**config.mk**
```make
export PLATFORM = sky130hd
export DESIGN_NAME = sorted_deadline_timer_queue
export DESIGN_NICKNAME = d
export VERILOG_FILES = /design/src/rtl/sdtq_pkg.sv /design/src/rtl/sdtq_front.sv /design/src/rtl/sdtq_back.sv /design/src/rtl/sorted_deadline_timer_queue.sv
export SDC_FILE = /design/constraint.sdc
export NUM_CORES = 2
export LEC_CHECK = 0
export BUFFER_PORTS_ARGS = -buffer_cell sky130_fd_sc_hd__buf_2
export CORE_AREA = 2 2 408 410
export DETAILED_ROUTE_END_ITERATION = 7
export DIE_AREA = 0 0 410 412
export GPL_TIMING_DRIVEN = 0
export RECOVER_POWER = 100
export SYNTH_ARGS = -nofsm -noshare
export SYNTH_HDL_FRONTEND = slang
export SYNTH_SLANG_ARGS = --single-unit
```
**constraint.sdc**
```tcl
create_clock -name clk -period 17.28 [get_ports clk]
set_input_delay 0 -clock clk [delete_from_list [all_inputs] [get_ports clk]]
set_output_delay 0 -clock clk [all_outputs]
set_load 0.01 [all_outputs]
```
**src/rtl/sdtq_pkg.sv**
```systemverilog
// ----------------------------------------------------------------------------
// sdtq_pkg
// Shared types and constants for the sorted deadline timer queue: the command
// that the front end hands to the back end, mode codes and result kinds.
// ----------------------------------------------------------------------------
package sdtq_pkg;

  // Default number of timer slots.
  localparam int NUM_TIMERS_DEF = 16;

  // Largest forward distance; also the answer for an idle slot or empty queue.
  localparam logic [31:0] MAX_DIFF = 32'h7fffffff;

  // Most expiries that one tick may report.
  localparam int RESULT_LIMIT = 16;

  // Input mode codes.
  localparam logic [2:0] MODE_START   = 3'd0;
  localparam logic [2:0] MODE_STOP    = 3'd1;
  localparam logic [2:0] MODE_TICK    = 3'd2;
  localparam logic [2:0] MODE_REMAIN  = 3'd3;
  localparam logic [2:0] MODE_PENDING = 3'd4;

  // Result kinds.
  localparam logic [1:0] EV_EXPIRED = 2'd0;
  localparam logic [1:0] EV_REMAIN  = 2'd1;
  localparam logic [1:0] EV_PENDING = 2'd2;

  // Decoded operation.
  typedef enum logic [2:0] {
    OP_START,
    OP_STOP,
    OP_TICK,
    OP_REMAIN,
    OP_PENDING
  } cmd_op_t;

  // One classified command.
  typedef struct packed {
    cmd_op_t     op;
    logic        in_range;
    logic [3:0]  idx;
    logic [30:0] delay;
    logic [31:0] tag;
  } cmd_t;

endpackage

```
**src/rtl/sdtq_front.sv**
```systemverilog
// ----------------------------------------------------------------------------
// sdtq_front
// Accepts input transactions, decodes the mode, drops those that have no
// effect and buffers the rest in a two-entry command queue for the back end.
// ----------------------------------------------------------------------------
module sdtq_front #(
  parameter int NUM_TIMERS = sdtq_pkg::NUM_TIMERS_DEF
) (
  input  logic               clk,
  input  logic               rst_n,
  input  logic               in_valid,
  output logic               in_stall,
  input  logic [2:0]         in_mode,
  input  logic [3:0]         in_timer_index,
  input  logic [30:0]        in_delay_ticks,
  input  logic [31:0]        in_user_tag,
  output logic               cmd_valid,
  output sdtq_pkg::cmd_t     cmd,
  input  logic               cmd_pop
);
  import sdtq_pkg::*;

  cmd_t       fifo_r [2];
  logic       wr_ptr_r, wr_ptr_nxt;
  logic       rd_ptr_r, rd_ptr_nxt;
  logic [1:0] count_r, count_nxt;
  logic       accept;
  logic       keep;
  logic       in_range;
  cmd_t       dec;

  assign in_stall = (count_r == 2'd2);
  assign accept   = in_valid && !in_stall;
  assign in_range = (32'(in_timer_index) < 32'(NUM_TIMERS));

  // Decode the mode; start and stop of a slot out of range, and unknown modes, are dropped.
  always_comb begin
    dec.in_range = in_range;
    dec.idx      = in_timer_index;
    dec.delay    = in_delay_ticks;
    dec.tag      = in_user_tag;
    dec.op       = OP_TICK;
    keep         = 1'b0;
    case (in_mode)
      MODE_START: begin
        dec.op = OP_START;
        keep   = in_range;
      end
      MODE_STOP: begin
        dec.op = OP_STOP;
        keep   = in_range;
      end
      MODE_TICK: begin
        dec.op = OP_TICK;
        keep   = 1'b1;
      end
      MODE_REMAIN: begin
        dec.op = OP_REMAIN;
        keep   = 1'b1;
      end
      MODE_PENDING: begin
        dec.op = OP_PENDING;
        keep   = 1'b1;
      end
      default: begin
        keep = 1'b0;
      end
    endcase
  end

  assign cmd_valid = (count_r != 2'd0);
  assign cmd       = fifo_r[rd_ptr_r];

  // Pointer and fill count update.
  always_comb begin
    wr_ptr_nxt = wr_ptr_r;
    rd_ptr_nxt = rd_ptr_r;
    count_nxt  = count_r;
    if (accept && keep) begin
      wr_ptr_nxt = ~wr_ptr_r;
    end
    if (cmd_pop) begin
      rd_ptr_nxt = ~rd_ptr_r;
    end
    if ((accept && keep) && !cmd_pop) begin
      count_nxt = count_r + 2'd1;
    end else if (!(accept && keep) && cmd_pop) begin
      count_nxt = count_r - 2'd1;
    end
  end

  always_ff @(posedge clk) begin
    if (!rst_n) begin
      wr_ptr_r <= 1'b0;
      rd_ptr_r <= 1'b0;
      count_r  <= 2'd0;
    end else begin
      wr_ptr_r <= wr_ptr_nxt;
      rd_ptr_r <= rd_ptr_nxt;
      count_r  <= count_nxt;
    end
  end

  // Command storage.
  always_ff @(posedge clk) begin
    if (accept && keep) begin
      fifo_r[wr_ptr_r] <= dec;
    end
  end

endmodule

```
**src/rtl/sdtq_back.sv**
```systemverilog
// ----------------------------------------------------------------------------
// sdtq_back
// Executes commands: keeps the tick count, the timer table and the sorted
// order queue, walks the queue to insert, expires due timers on a tick and
// answers queries through an output register.
// ----------------------------------------------------------------------------
module sdtq_back #(
  parameter int NUM_TIMERS = sdtq_pkg::NUM_TIMERS_DEF,
  localparam int SLOT_W = (NUM_TIMERS > 1) ? $clog2(NUM_TIMERS) : 1,
  localparam int CNT_W  = $clog2(NUM_TIMERS + 1)
) (
  input  logic               clk,
  input  logic               rst_n,
  input  logic               cmd_valid,
  input  sdtq_pkg::cmd_t     cmd,
  output logic               cmd_pop,
  output logic               out_valid,
  input  logic               out_stall,
  output logic [1:0]         out_event_kind,
  output logic [3:0]         out_expired_index,
  output logic [31:0]        out_tag_out,
  output logic [30:0]        out_ticks_left,
  output logic               out_last_of_run,
  output logic [CNT_W-1:0]   queue_len
);
  import sdtq_pkg::*;

  typedef enum logic [2:0] {
    S_IDLE,
    S_REMOVE,
    S_WALK,
    S_INSERT,
    S_STOP,
    S_TICK,
    S_QUERY
  } state_t;

  state_t            state_r, state_nxt;
  cmd_t              cmd_r, cmd_nxt;
  logic [31:0]       tick_r, tick_nxt;
  logic [31:0]       dl_r [NUM_TIMERS];
  logic [31:0]       tag_r [NUM_TIMERS];
  logic [NUM_TIMERS-1:0] act_r, act_nxt;
  logic [SLOT_W-1:0] q_r [NUM_TIMERS];
  logic [SLOT_W-1:0] q_nxt [NUM_TIMERS];
  logic [CNT_W-1:0]  qlen_r, qlen_nxt;
  logic [CNT_W-1:0]  pos_r, pos_nxt;
  logic [4:0]        cnt_r, cnt_nxt;
  logic              held_v_r, held_v_nxt;
  logic [SLOT_W-1:0] held_slot_r, held_slot_nxt;
  logic [31:0]       held_tag_r, held_tag_nxt;

  logic              out_valid_r;
  logic [1:0]        out_kind_r;
  logic [3:0]        out_idx_r;
  logic [31:0]       out_tag_r;
  logic [30:0]       out_left_r;
  logic              out_last_r;

  logic              out_free;
  logic              out_load;
  logic [1:0]        out_kind_nxt;
  logic [3:0]        out_idx_nxt;
  logic [31:0]       out_tag_nxt;
  logic [30:0]       out_left_nxt;
  logic              out_last_nxt;

  logic              tbl_wr;
  logic [SLOT_W-1:0] cmd_slot;
  logic [SLOT_W-1:0] rd_slot;
  logic [31:0]       rd_dist;
  logic [CNT_W-1:0]  rm_pos;
  logic              due;

  assign cmd_slot  = SLOT_W'(cmd_r.idx);
  assign out_free  = !out_valid_r || !out_stall;
  assign cmd_pop   = (state_r == S_IDLE) && cmd_valid;
  assign queue_len = qlen_r;

  // One table read per cycle: the slot being compared or reported.
  always_comb begin
    case (state_r)
      S_WALK:  rd_slot = q_r[pos_r[SLOT_W-1:0]];
      S_QUERY: rd_slot = (cmd_r.op == OP_REMAIN) ? cmd_slot : q_r[0];
      default: rd_slot = q_r[0];
    endcase
  end
  assign rd_dist = dl_r[rd_slot] - tick_r;

  // Position of the command's slot in the queue, for removal.
  always_comb begin
    rm_pos = CNT_W'(0);
    for (int j = NUM_TIMERS - 1; j >= 0; j--) begin
      if ((q_r[j] == cmd_slot) && (CNT_W'(j) < qlen_r)) begin
        rm_pos = CNT_W'(j);
      end
    end
  end

  // Head of the queue is due on the current tick and the report limit is not reached.
  assign due = (qlen_r != CNT_W'(0)) && (cnt_r < 5'(RESULT_LIMIT)) &&
               ((rd_dist == 32'd0) || (rd_dist >= MAX_DIFF));

  // Sequencer.
  always_comb begin
    state_nxt     = state_r;
    cmd_nxt       = cmd_r;
    tick_nxt      = tick_r;
    act_nxt       = act_r;
    q_nxt         = q_r;
    qlen_nxt      = qlen_r;
    pos_nxt       = pos_r;
    cnt_nxt       = cnt_r;
    held_v_nxt    = held_v_r;
    held_slot_nxt = held_slot_r;
    held_tag_nxt  = held_tag_r;
    tbl_wr        = 1'b0;
    out_load      = 1'b0;
    out_kind_nxt  = EV_EXPIRED;
    out_idx_nxt   = 4'(held_slot_r);
    out_tag_nxt   = held_tag_r;
    out_left_nxt  = 31'd0;
    out_last_nxt  = 1'b0;
    case (state_r)
      S_IDLE: begin
        if (cmd_valid) begin
          cmd_nxt = cmd;
          case (cmd.op)
            OP_START:   state_nxt = S_REMOVE;
            OP_STOP:    state_nxt = S_STOP;
            OP_TICK: begin
              tick_nxt  = tick_r + 32'd1;
              cnt_nxt   = 5'd0;
              state_nxt = S_TICK;
            end
            default:    state_nxt = S_QUERY;
          endcase
        end
      end
      S_REMOVE: begin
        // Take a running slot out of the queue, then write the new timer.
        if (act_r[cmd_slot]) begin
          for (int j = 0; j < NUM_TIMERS - 1; j++) begin
            if (CNT_W'(j) >= rm_pos) begin
              q_nxt[j] = q_r[j + 1];
            end
          end
          qlen_nxt = qlen_r - CNT_W'(1);
        end
        tbl_wr            = 1'b1;
        act_nxt[cmd_slot] = 1'b1;
        pos_nxt           = CNT_W'(0);
        state_nxt         = S_WALK;
      end
      S_WALK: begin
        // Skip entries already past and those due sooner than the new one.
        if (pos_r == qlen_r) begin
          state_nxt = S_INSERT;
        end else if ((rd_dist > MAX_DIFF) || ({1'b0, cmd_r.delay} > rd_dist)) begin
          pos_nxt = pos_r + CNT_W'(1);
        end else begin
          state_nxt = S_INSERT;
        end
      end
      S_INSERT: begin
        for (int j = 1; j < NUM_TIMERS; j++) begin
          if (CNT_W'(j) > pos_r) begin
            q_nxt[j] = q_r[j - 1];
          end
        end
        q_nxt[pos_r[SLOT_W-1:0]] = cmd_slot;
        qlen_nxt  = qlen_r + CNT_W'(1);
        state_nxt = S_IDLE;
      end
      S_STOP: begin
        if (act_r[cmd_slot]) begin
          for (int j = 0; j < NUM_TIMERS - 1; j++) begin
            if (CNT_W'(j) >= rm_pos) begin
              q_nxt[j] = q_r[j + 1];
            end
          end
          qlen_nxt          = qlen_r - CNT_W'(1);
          act_nxt[cmd_slot] = 1'b0;
        end
        state_nxt = S_IDLE;
      end
      S_TICK: begin
        // The previous expiry is held until it is known whether it is the last.
        if (due) begin
          if (!held_v_r || out_free) begin
            out_load      = held_v_r;
            held_v_nxt    = 1'b1;
            held_slot_nxt = rd_slot;
            held_tag_nxt  = tag_r[rd_slot];
            for (int j = 0; j < NUM_TIMERS - 1; j++) begin
              q_nxt[j] = q_r[j + 1];
            end
            qlen_nxt         = qlen_r - CNT_W'(1);
            act_nxt[rd_slot] = 1'b0;
            cnt_nxt          = cnt_r + 5'd1;
          end
        end else if (!held_v_r) begin
          state_nxt = S_IDLE;
        end else if (out_free) begin
          out_load     = 1'b1;
          out_last_nxt = 1'b1;
          held_v_nxt   = 1'b0;
          state_nxt    = S_IDLE;
        end
      end
      S_QUERY: begin
        out_tag_nxt  = 32'd0;
        out_last_nxt = 1'b1;
        if (cmd_r.op == OP_REMAIN) begin
          out_kind_nxt = EV_REMAIN;
          out_idx_nxt  = cmd_r.idx;
          if (!cmd_r.in_range || !act_r[cmd_slot]) begin
            out_left_nxt = MAX_DIFF[30:0];
          end else if (rd_dist >= MAX_DIFF) begin
            out_left_nxt = 31'd0;
          end else begin
            out_left_nxt = rd_dist[30:0];
          end
        end else begin
          out_kind_nxt = EV_PENDING;
          if (qlen_r == CNT_W'(0)) begin
            out_idx_nxt  = 4'd0;
            out_left_nxt = MAX_DIFF[30:0];
          end else begin
            out_idx_nxt  = 4'(rd_slot);
            out_left_nxt = (rd_dist > MAX_DIFF) ? 31'd0 : rd_dist[30:0];
          end
        end
        if (out_free) begin
          out_load  = 1'b1;
          state_nxt = S_IDLE;
        end
      end
      default: begin
        state_nxt = S_IDLE;
      end
    endcase
  end

  // Control state and output register.
  always_ff @(posedge clk) begin
    if (!rst_n) begin
      state_r     <= S_IDLE;
      tick_r      <= 32'd0;
      act_r       <= '0;
      qlen_r      <= CNT_W'(0);
      held_v_r    <= 1'b0;
      out_valid_r <= 1'b0;
    end else begin
      state_r  <= state_nxt;
      tick_r   <= tick_nxt;
      act_r    <= act_nxt;
      qlen_r   <= qlen_nxt;
      held_v_r <= held_v_nxt;
      if (out_load) begin
        out_valid_r <= 1'b1;
      end else if (!out_stall) begin
        out_valid_r <= 1'b0;
      end
    end
  end

  // Payload registers.
  always_ff @(posedge clk) begin
    cmd_r       <= cmd_nxt;
    q_r         <= q_nxt;
    pos_r       <= pos_nxt;
    cnt_r       <= cnt_nxt;
    held_slot_r <= held_slot_nxt;
    held_tag_r  <= held_tag_nxt;
    if (out_load) begin
      out_kind_r <= out_kind_nxt;
      out_idx_r  <= out_idx_nxt;
      out_tag_r  <= out_tag_nxt;
      out_left_r <= out_left_nxt;
      out_last_r <= out_last_nxt;
    end
  end

  // Timer table write on start.
  always_ff @(posedge clk) begin
    if (tbl_wr) begin
      dl_r[cmd_slot]  <= tick_r + {1'b0, cmd_r.delay};
      tag_r[cmd_slot] <= cmd_r.tag;
    end
  end

  assign out_valid         = out_valid_r;
  assign out_event_kind    = out_kind_r;
  assign out_expired_index = out_idx_r;
  assign out_tag_out       = out_tag_r;
  assign out_ticks_left    = out_left_r;
  assign out_last_of_run   = out_last_r;

endmodule

```
**src/rtl/sorted_deadline_timer_queue.sv**
```systemverilog
// A query answer is loaded into the output register; a stop removes the slot from the queue.
// A start removes a running slot, writes the table, walks the queue to the insert point and inserts.
// A tick reports at most 16 expiries, one queue pop per cycle while the output is not stalled.
// Commands run one at a time; the two-entry queue accepts input while it has room.
// Reset (synchronous, rst_n low) clears the tick count, active marks and queue.
// ----------------------------------------------------------------------------
// sorted_deadline_timer_queue
// Timer queue sorted by wrap-aware deadline: a front end decodes and buffers
// transactions, a back end runs start, stop, tick and query commands.
// ----------------------------------------------------------------------------
module sorted_deadline_timer_queue #(
  parameter int NUM_TIMERS = sdtq_pkg::NUM_TIMERS_DEF
) (
  input  logic        clk,
  input  logic        rst_n,
  input  logic        in_valid,
  output logic        in_stall,
  input  logic [2:0]  in_mode,
  input  logic [3:0]  in_timer_index,
  input  logic [30:0] in_delay_ticks,
  input  logic [31:0] in_user_tag,
  output logic        out_valid,
  input  logic        out_stall,
  output logic [1:0]  out_event_kind,
  output logic [3:0]  out_expired_index,
  output logic [31:0] out_tag_out,
  output logic [30:0] out_ticks_left,
  output logic        out_last_of_run
);
  import sdtq_pkg::*;

  localparam int CNT_W = $clog2(NUM_TIMERS + 1);

  logic             cmd_valid;
  cmd_t             cmd;
  logic             cmd_pop;
  logic [CNT_W-1:0] queue_len;

  // Decode and buffer.
  sdtq_front #(
    .NUM_TIMERS(NUM_TIMERS)
  ) u_front (
    .clk           (clk),
    .rst_n         (rst_n),
    .in_valid      (in_valid),
    .in_stall      (in_stall),
    .in_mode       (in_mode),
    .in_timer_index(in_timer_index),
    .in_delay_ticks(in_delay_ticks),
    .in_user_tag   (in_user_tag),
    .cmd_valid     (cmd_valid),
    .cmd           (cmd),
    .cmd_pop       (cmd_pop)
  );

  // Execute.
  sdtq_back #(
    .NUM_TIMERS(NUM_TIMERS)
  ) u_back (
    .clk              (clk),
    .rst_n            (rst_n),
    .cmd_valid        (cmd_valid),
    .cmd              (cmd),
    .cmd_pop          (cmd_pop),
    .out_valid        (out_valid),
    .out_stall        (out_stall),
    .out_event_kind   (out_event_kind),
    .out_expired_index(out_expired_index),
    .out_tag_out      (out_tag_out),
    .out_ticks_left   (out_ticks_left),
    .out_last_of_run  (out_last_of_run),
    .queue_len        (queue_len)
  );

`ifndef ASSERT_OFF
  // The queue never holds more entries than there are slots.
  a_qlen_bound: assert property (@(posedge clk) disable iff (!rst_n)
    queue_len <= CNT_W'(NUM_TIMERS))
    else $error("queue length exceeds slot count");

  // A query answer is always the only result of its transaction.
  a_query_last: assert property (@(posedge clk) disable iff (!rst_n)
    out_valid && (out_event_kind != EV_EXPIRED) |-> out_last_of_run)
    else $error("query answer not marked last");

  // An expiry carries no remaining ticks.
  a_expiry_zero: assert property (@(posedge clk) disable iff (!rst_n)
    out_valid && (out_event_kind == EV_EXPIRED) |-> (out_ticks_left == 31'd0))
    else $error("expiry with nonzero ticks left");

  // Query answers carry no tag.
  a_query_tag: assert property (@(posedge clk) disable iff (!rst_n)
    out_valid && (out_event_kind != EV_EXPIRED) |-> (out_tag_out == 32'd0))
    else $error("query answer with nonzero tag");
`endif

endmodule

```
==> impl_metrics.prom <==
# TYPE chip_impl_metric gauge
chip_impl_metric{name="clock_power_share",unit=""} 0.221
chip_impl_metric{name="timing.final.crit_share",unit=""} 0.8244
chip_impl_metric{name="power_frac_seq",unit=""} 0.324
chip_impl_metric{name="insertion_delay",unit="ns"} 0.83
chip_impl_metric{name="p_sw_frac",unit=""} 0.4348
chip_impl_info{name="start_kind",value="flip-flop"} 1
chip_impl_metric{name="hold_viol",unit=""} 0
chip_impl_metric{name="detailedRoute.firstIterationViolations",unit=""} 4658
chip_impl_metric{name="h_tree_depth",unit=""} 4
chip_impl_metric{name="syn-num-nets",unit=""} 5460
chip_impl_metric{name="design.core.area",unit="sq um"} 164200
chip_impl_metric{name="clock_tree_skew_after_final_layout",unit="ns"} 0.04198
chip_impl_metric{name="syn2layout_area_growth",unit="%"} 15.33
chip_impl_metric{name="worst-slew-pin-transition",unit="ns"} 2.171
chip_impl_metric{name="std_cell_rows",unit=""} 149
chip_impl_metric{name="synth-edff-count",unit=""} 1414
chip_impl_metric{name="route.detailed.wl_per_inst",unit="um"} 23.85
chip_impl_info{name="setup.worst_path.class",value="flip-flop to flip-flop"} 1
chip_impl_metric{name="syn-instance-count",unit=""} 5282
chip_impl_metric{name="detailed_route_via_count",unit=""} 45360
chip_impl_metric{name="maximum_number_of_pins_on_one_net_before_global_route_repair",unit=""} 32
chip_impl_metric{name="port_buffers",unit=""} 145
chip_impl_info{name="netlist_top_cells_count",value="1414 x sky130_fd_sc_hd__edfxtp_1, 1175 x sky130_fd_sc_hd__nand2_1, 288 x sky130_fd_sc_hd__clkbuf_1"} 1
chip_impl_metric{name="nFillCells",unit=""} 14860
chip_impl_info{name="post-synth-top-count-cell",value="sky130_fd_sc_hd__edfxtp_1"} 1
chip_impl_metric{name="internal_power",unit="mW"} 8.413
chip_impl_metric{name="routabilityCongestion",unit=""} 0.9441
chip_impl_info{name="critical_path.endpoint_type",value="flip-flop"} 1
chip_impl_metric{name="post_drt_via_cell_ratio",unit=""} 5.596
chip_impl_metric{name="max_cap_violations",unit=""} 67
chip_impl_metric{name="aggregate_routed_wire_length",unit="mm"} 193.3
chip_impl_metric{name="path_clk_slew",unit="ns"} 0.06
chip_impl_metric{name="placed_area",unit="sq um"} 70040
chip_impl_info{name="cp_slowest_cell",value="sky130_fd_sc_hd__clkbuf_1"} 1
chip_impl_metric{name="crit_fanout",unit=""} 25
chip_impl_metric{name="power.static_leakage",unit="nW"} 25.94
chip_impl_metric{name="number_of_clock_buffers_inserted_by_tritoncts",unit=""} 157
chip_impl_metric{name="grt_overflow_total",unit=""} 0
chip_impl_metric{name="ios",unit=""} 146
chip_impl_metric{name="total_power",unit="mW"} 14.89
chip_impl_metric{name="required",unit="ns"} 17.68
chip_impl_metric{name="fp.dieArea",unit="sq um"} 168900
chip_impl_metric{name="netlist_area",unit="sq um"} 65320
chip_impl_metric{name="initial_utilization",unit=""} 0.3977
chip_impl_metric{name="power.share.combinational",unit=""} 0.456
chip_impl_metric{name="setup_viol",unit=""} 0
chip_impl_metric{name="power.switching",unit="mW"} 6.472
chip_impl_info{name="synth_ff_type",value="sky130_fd_sc_hd__edfxtp_1"} 1
chip_impl_metric{name="layout_cells_sized_above_1",unit=""} 0.06714
chip_impl_info{name="critPathMostFrequentCell",value="sky130_fd_sc_hd__clkbuf_1"} 1
chip_impl_metric{name="achievable-frequency",unit="MHz"} 70.20
chip_impl_metric{name="postLayoutCellArea",unit="sq um"} 75340
chip_impl_metric{name="hold-worst-slack",unit="ns"} 0.07693
chip_impl_metric{name="arrival_time_worst_endpoint",unit="ns"} 14.65
chip_impl_info{name="yosys-top-cells-area",value="sky130_fd_sc_hd__edfxtp_1 65%, sky130_fd_sc_hd__nand2_1 6.8%, sky130_fd_sc_hd__and3_1 2.6%, sky130_fd_sc_hd__a21oi_1 2.0%, sky130_fd_sc_hd__ha_1 2.0%"} 1
chip_impl_info{name="outcome",value="finished with violations"} 1
chip_impl_metric{name="power.density",unit="nW/um^2"} 197.6
chip_impl_metric{name="first_pass_iters",unit=""} 8
chip_impl_metric{name="max-vdd-ir-drop",unit="V"} 0.0001269
chip_impl_metric{name="via_count_of_the_first_global_routing_pass",unit=""} 43860
chip_impl_info{name="hold_path.class",value="primary input to flip-flop"} 1
chip_impl_metric{name="ff_latch_count_synth",unit=""} 1477
chip_impl_metric{name="route.detailed.drc",unit=""} 6
chip_impl_metric{name="die_y",unit="um"} 412
chip_impl_info{name="violated_checks",value="design-rule violations, max-capacitance violations, max-slew violations"} 1
chip_impl_metric{name="synth_cell_type_count",unit=""} 92
chip_impl_metric{name="slew_violations",unit=""} 1480
chip_impl_info{name="cts_root_buffer",value="sky130_fd_sc_hd__clkbuf_16"} 1
chip_impl_metric{name="num_clock_sinks",unit=""} 1477
chip_impl_metric{name="route.antenna.remaining_nets",unit=""} 0
chip_impl_metric{name="worst_path_largest_cell_delay",unit="ns"} 1.35
chip_impl_info{name="tritoncts",value="yes"} 1
chip_impl_metric{name="clockBufferDepth",unit=""} 3
chip_impl_metric{name="final.min_clock_period",unit="ns"} 14.24
chip_impl_metric{name="dp_hpwl",unit="mm"} 137.8
chip_impl_metric{name="async_reset_ff_frac",unit=""} 0
chip_impl_metric{name="relSlewSlack",unit=""} -0.4525
chip_impl_metric{name="syn_avg_cell_area",unit="sq um"} 12.37
chip_impl_info{name="rsz_0062_raised_after_global_routing",value="false"} 1
chip_impl_metric{name="postCtsResizedCells",unit=""} 0
chip_impl_metric{name="ys_warn_count",unit=""} 0
chip_impl_metric{name="synth_seq_area_share",unit=""} 0.6693
chip_impl_metric{name="grt_pass1_wl",unit="mm"} 284.0
chip_impl_info{name="synth_largest_area_cell",value="sky130_fd_sc_hd__edfxtp_1"} 1
chip_impl_metric{name="layout.nets",unit=""} 5966
chip_impl_metric{name="floorplan.die.width",unit="um"} 410
chip_impl_metric{name="grtUsageTotal",unit=""} 0.2245
chip_impl_metric{name="antenna_found_initial",unit=""} 4
chip_impl_metric{name="synth_largest_type_area_fraction",unit=""} 0.6500
## power groups by stage
stage | logic (mW) | clock network [mW] | registers (mW)
6_report | 6.78 | 3.28 | 4.82
5_1_grt | 7.33 | 3.47 | 4.85
4_1_cts | 6.77 | 3.34 | 4.81
3_5_place_dp | 6.71 | 0 | 4.88
3_3_place_gp | 6.54 | 0 | 4.94
2_1_floorplan | 4.23 | 0 | 4.78
## worst max-delay path: cells and delay by family (launching register included)
family / cells / cell delay [ns]
AOI/OAI and AO/OA: 9 / 2.76
adders and majority gates: 1 / 0.34
buffers and inverters: 8 / 6.37
DFF: 1 / 0.59
muxes: 1 / 0.17
and+or+nand+nor: 10 / 3.52
## cell families (layout without fill, tap and decap cells)
family                   after synthesis  after routing  synth area share
AND/OR/NAND/NOR                     2007           2007            0.1393
AO/OA/AOI/OAI                        984            984            0.1024
multiplexers                         119            119           0.02264
flip-flops                          1477           1477            0.6693
buffers and inverters                440           1071           0.02593
other                                  0              3                 0
XOR/XNOR                             150            150           0.02011
adder cells (fa/ha/maj)              105            105           0.02030
## final cells by class
cell class / instances / area (sq um) / area share
Inverter: 109 / 414.1 / 0.005497
Tap cell: 2189 / 2739 / 0.03635
Antenna cell: 3 / 7.507 / 0.00009964
Sequential cell: 1477 / 43720 / 0.5803
Buffer: 331 / 1257 / 0.01669
Timing Repair Buffer: 347 / 2287 / 0.03036
Clock inverter: 88 / 922.1 / 0.01224
Multi-Input combinational cell: 3365 / 19880 / 0.2639
Clock buffer: 196 / 4106 / 0.05451
## metrics by stage
stage | util | setup TNS [ns] | setup slack (ns) | instances
final | 0.4587 | 0 | 3.035 | 8105
after global routing | 0.4587 | 0 | 2.625 | 8102
after CTS | 0.4658 | 0 | 5.319 | 8102
after detailed placement | 0.4265 | 0 | 5.347 | 7675
after global placement | 0.4188 | -129.87 | -4.543 | 7616
after floorplan | - | 0 | 6.747 | 5282
## per-layer routing
metal  vias to the layer above  global-route usage  part of all wire
met5                         -                   0          0.000088
met4                         2             0.08551             0.039
met3                       352             0.04207             0.077
met2                      1858              0.3594              0.46
met1                     22400              0.3035              0.43
li1                      20740                   -                 -
## flip-flops by register name, indices dropped and copies added, names as in the netlist, 16 cells and up, named ones only
signal                 cells
u_back.dl_r              512
u_back.tag_r             512
u_front.fifo_r           140
u_back.cmd_r              66
u_back.q_r                64
u_back.held_tag_r         32
u_back.out_tag_out        32
u_back.tick_r             32
u_back.out_ticks_left     31
u_back.act_r              16
## repair_timing
action                                 CTS  global route
endpoints found under the hold margin  239             0
hold buffers                           143             0
setup buffers                            0             0
## cell usage in the layout, fill, tap and decap left out, types with 38 or more instances in the layout
master,count
sky130_fd_sc_hd__and2_1,45
sky130_fd_sc_hd__a31oi_1,169
sky130_fd_sc_hd__mux2_2,61
sky130_fd_sc_hd__a211oi_1,82
sky130_fd_sc_hd__inv_1,105
sky130_fd_sc_hd__dlygate4sd3_1,143
sky130_fd_sc_hd__edfxtp_1,1414
sky130_fd_sc_hd__and2_0,48
sky130_fd_sc_hd__a21oi_1,261
sky130_fd_sc_hd__buf_2,73
sky130_fd_sc_hd__o21ai_0,82
sky130_fd_sc_hd__xor2_1,42
sky130_fd_sc_hd__a21o_1,38
sky130_fd_sc_hd__nor2_1,175
sky130_fd_sc_hd__a311oi_1,130
sky130_fd_sc_hd__xnor2_1,107
sky130_fd_sc_hd__dfxtp_1,63
sky130_fd_sc_hd__clkbuf_1,473
sky130_fd_sc_hd__nand3_1,79
sky130_fd_sc_hd__ha_1,102
sky130_fd_sc_hd__nor3_1,51
sky130_fd_sc_hd__and3_1,274
sky130_fd_sc_hd__nand2_1,1175
sky130_fd_sc_hd__clkbuf_16,158
## worst paths after layout
path / start / to / slack [ns] / cells past startpoint
min: in_mode[1] / u_front.fifo_r[1][68] / 0.08 / 3
max: u_back.pos_r[1] / u_back.held_tag_r[15] / 3.04 / 29
min reg2reg: u_back.act_r[0] / u_back.act_r[0] / 0.50 / 1
max reg2reg: u_back.pos_r[1] / u_back.held_tag_r[15] / 3.04 / 29
No activity file was read; power rests on OpenSTA's default activity.
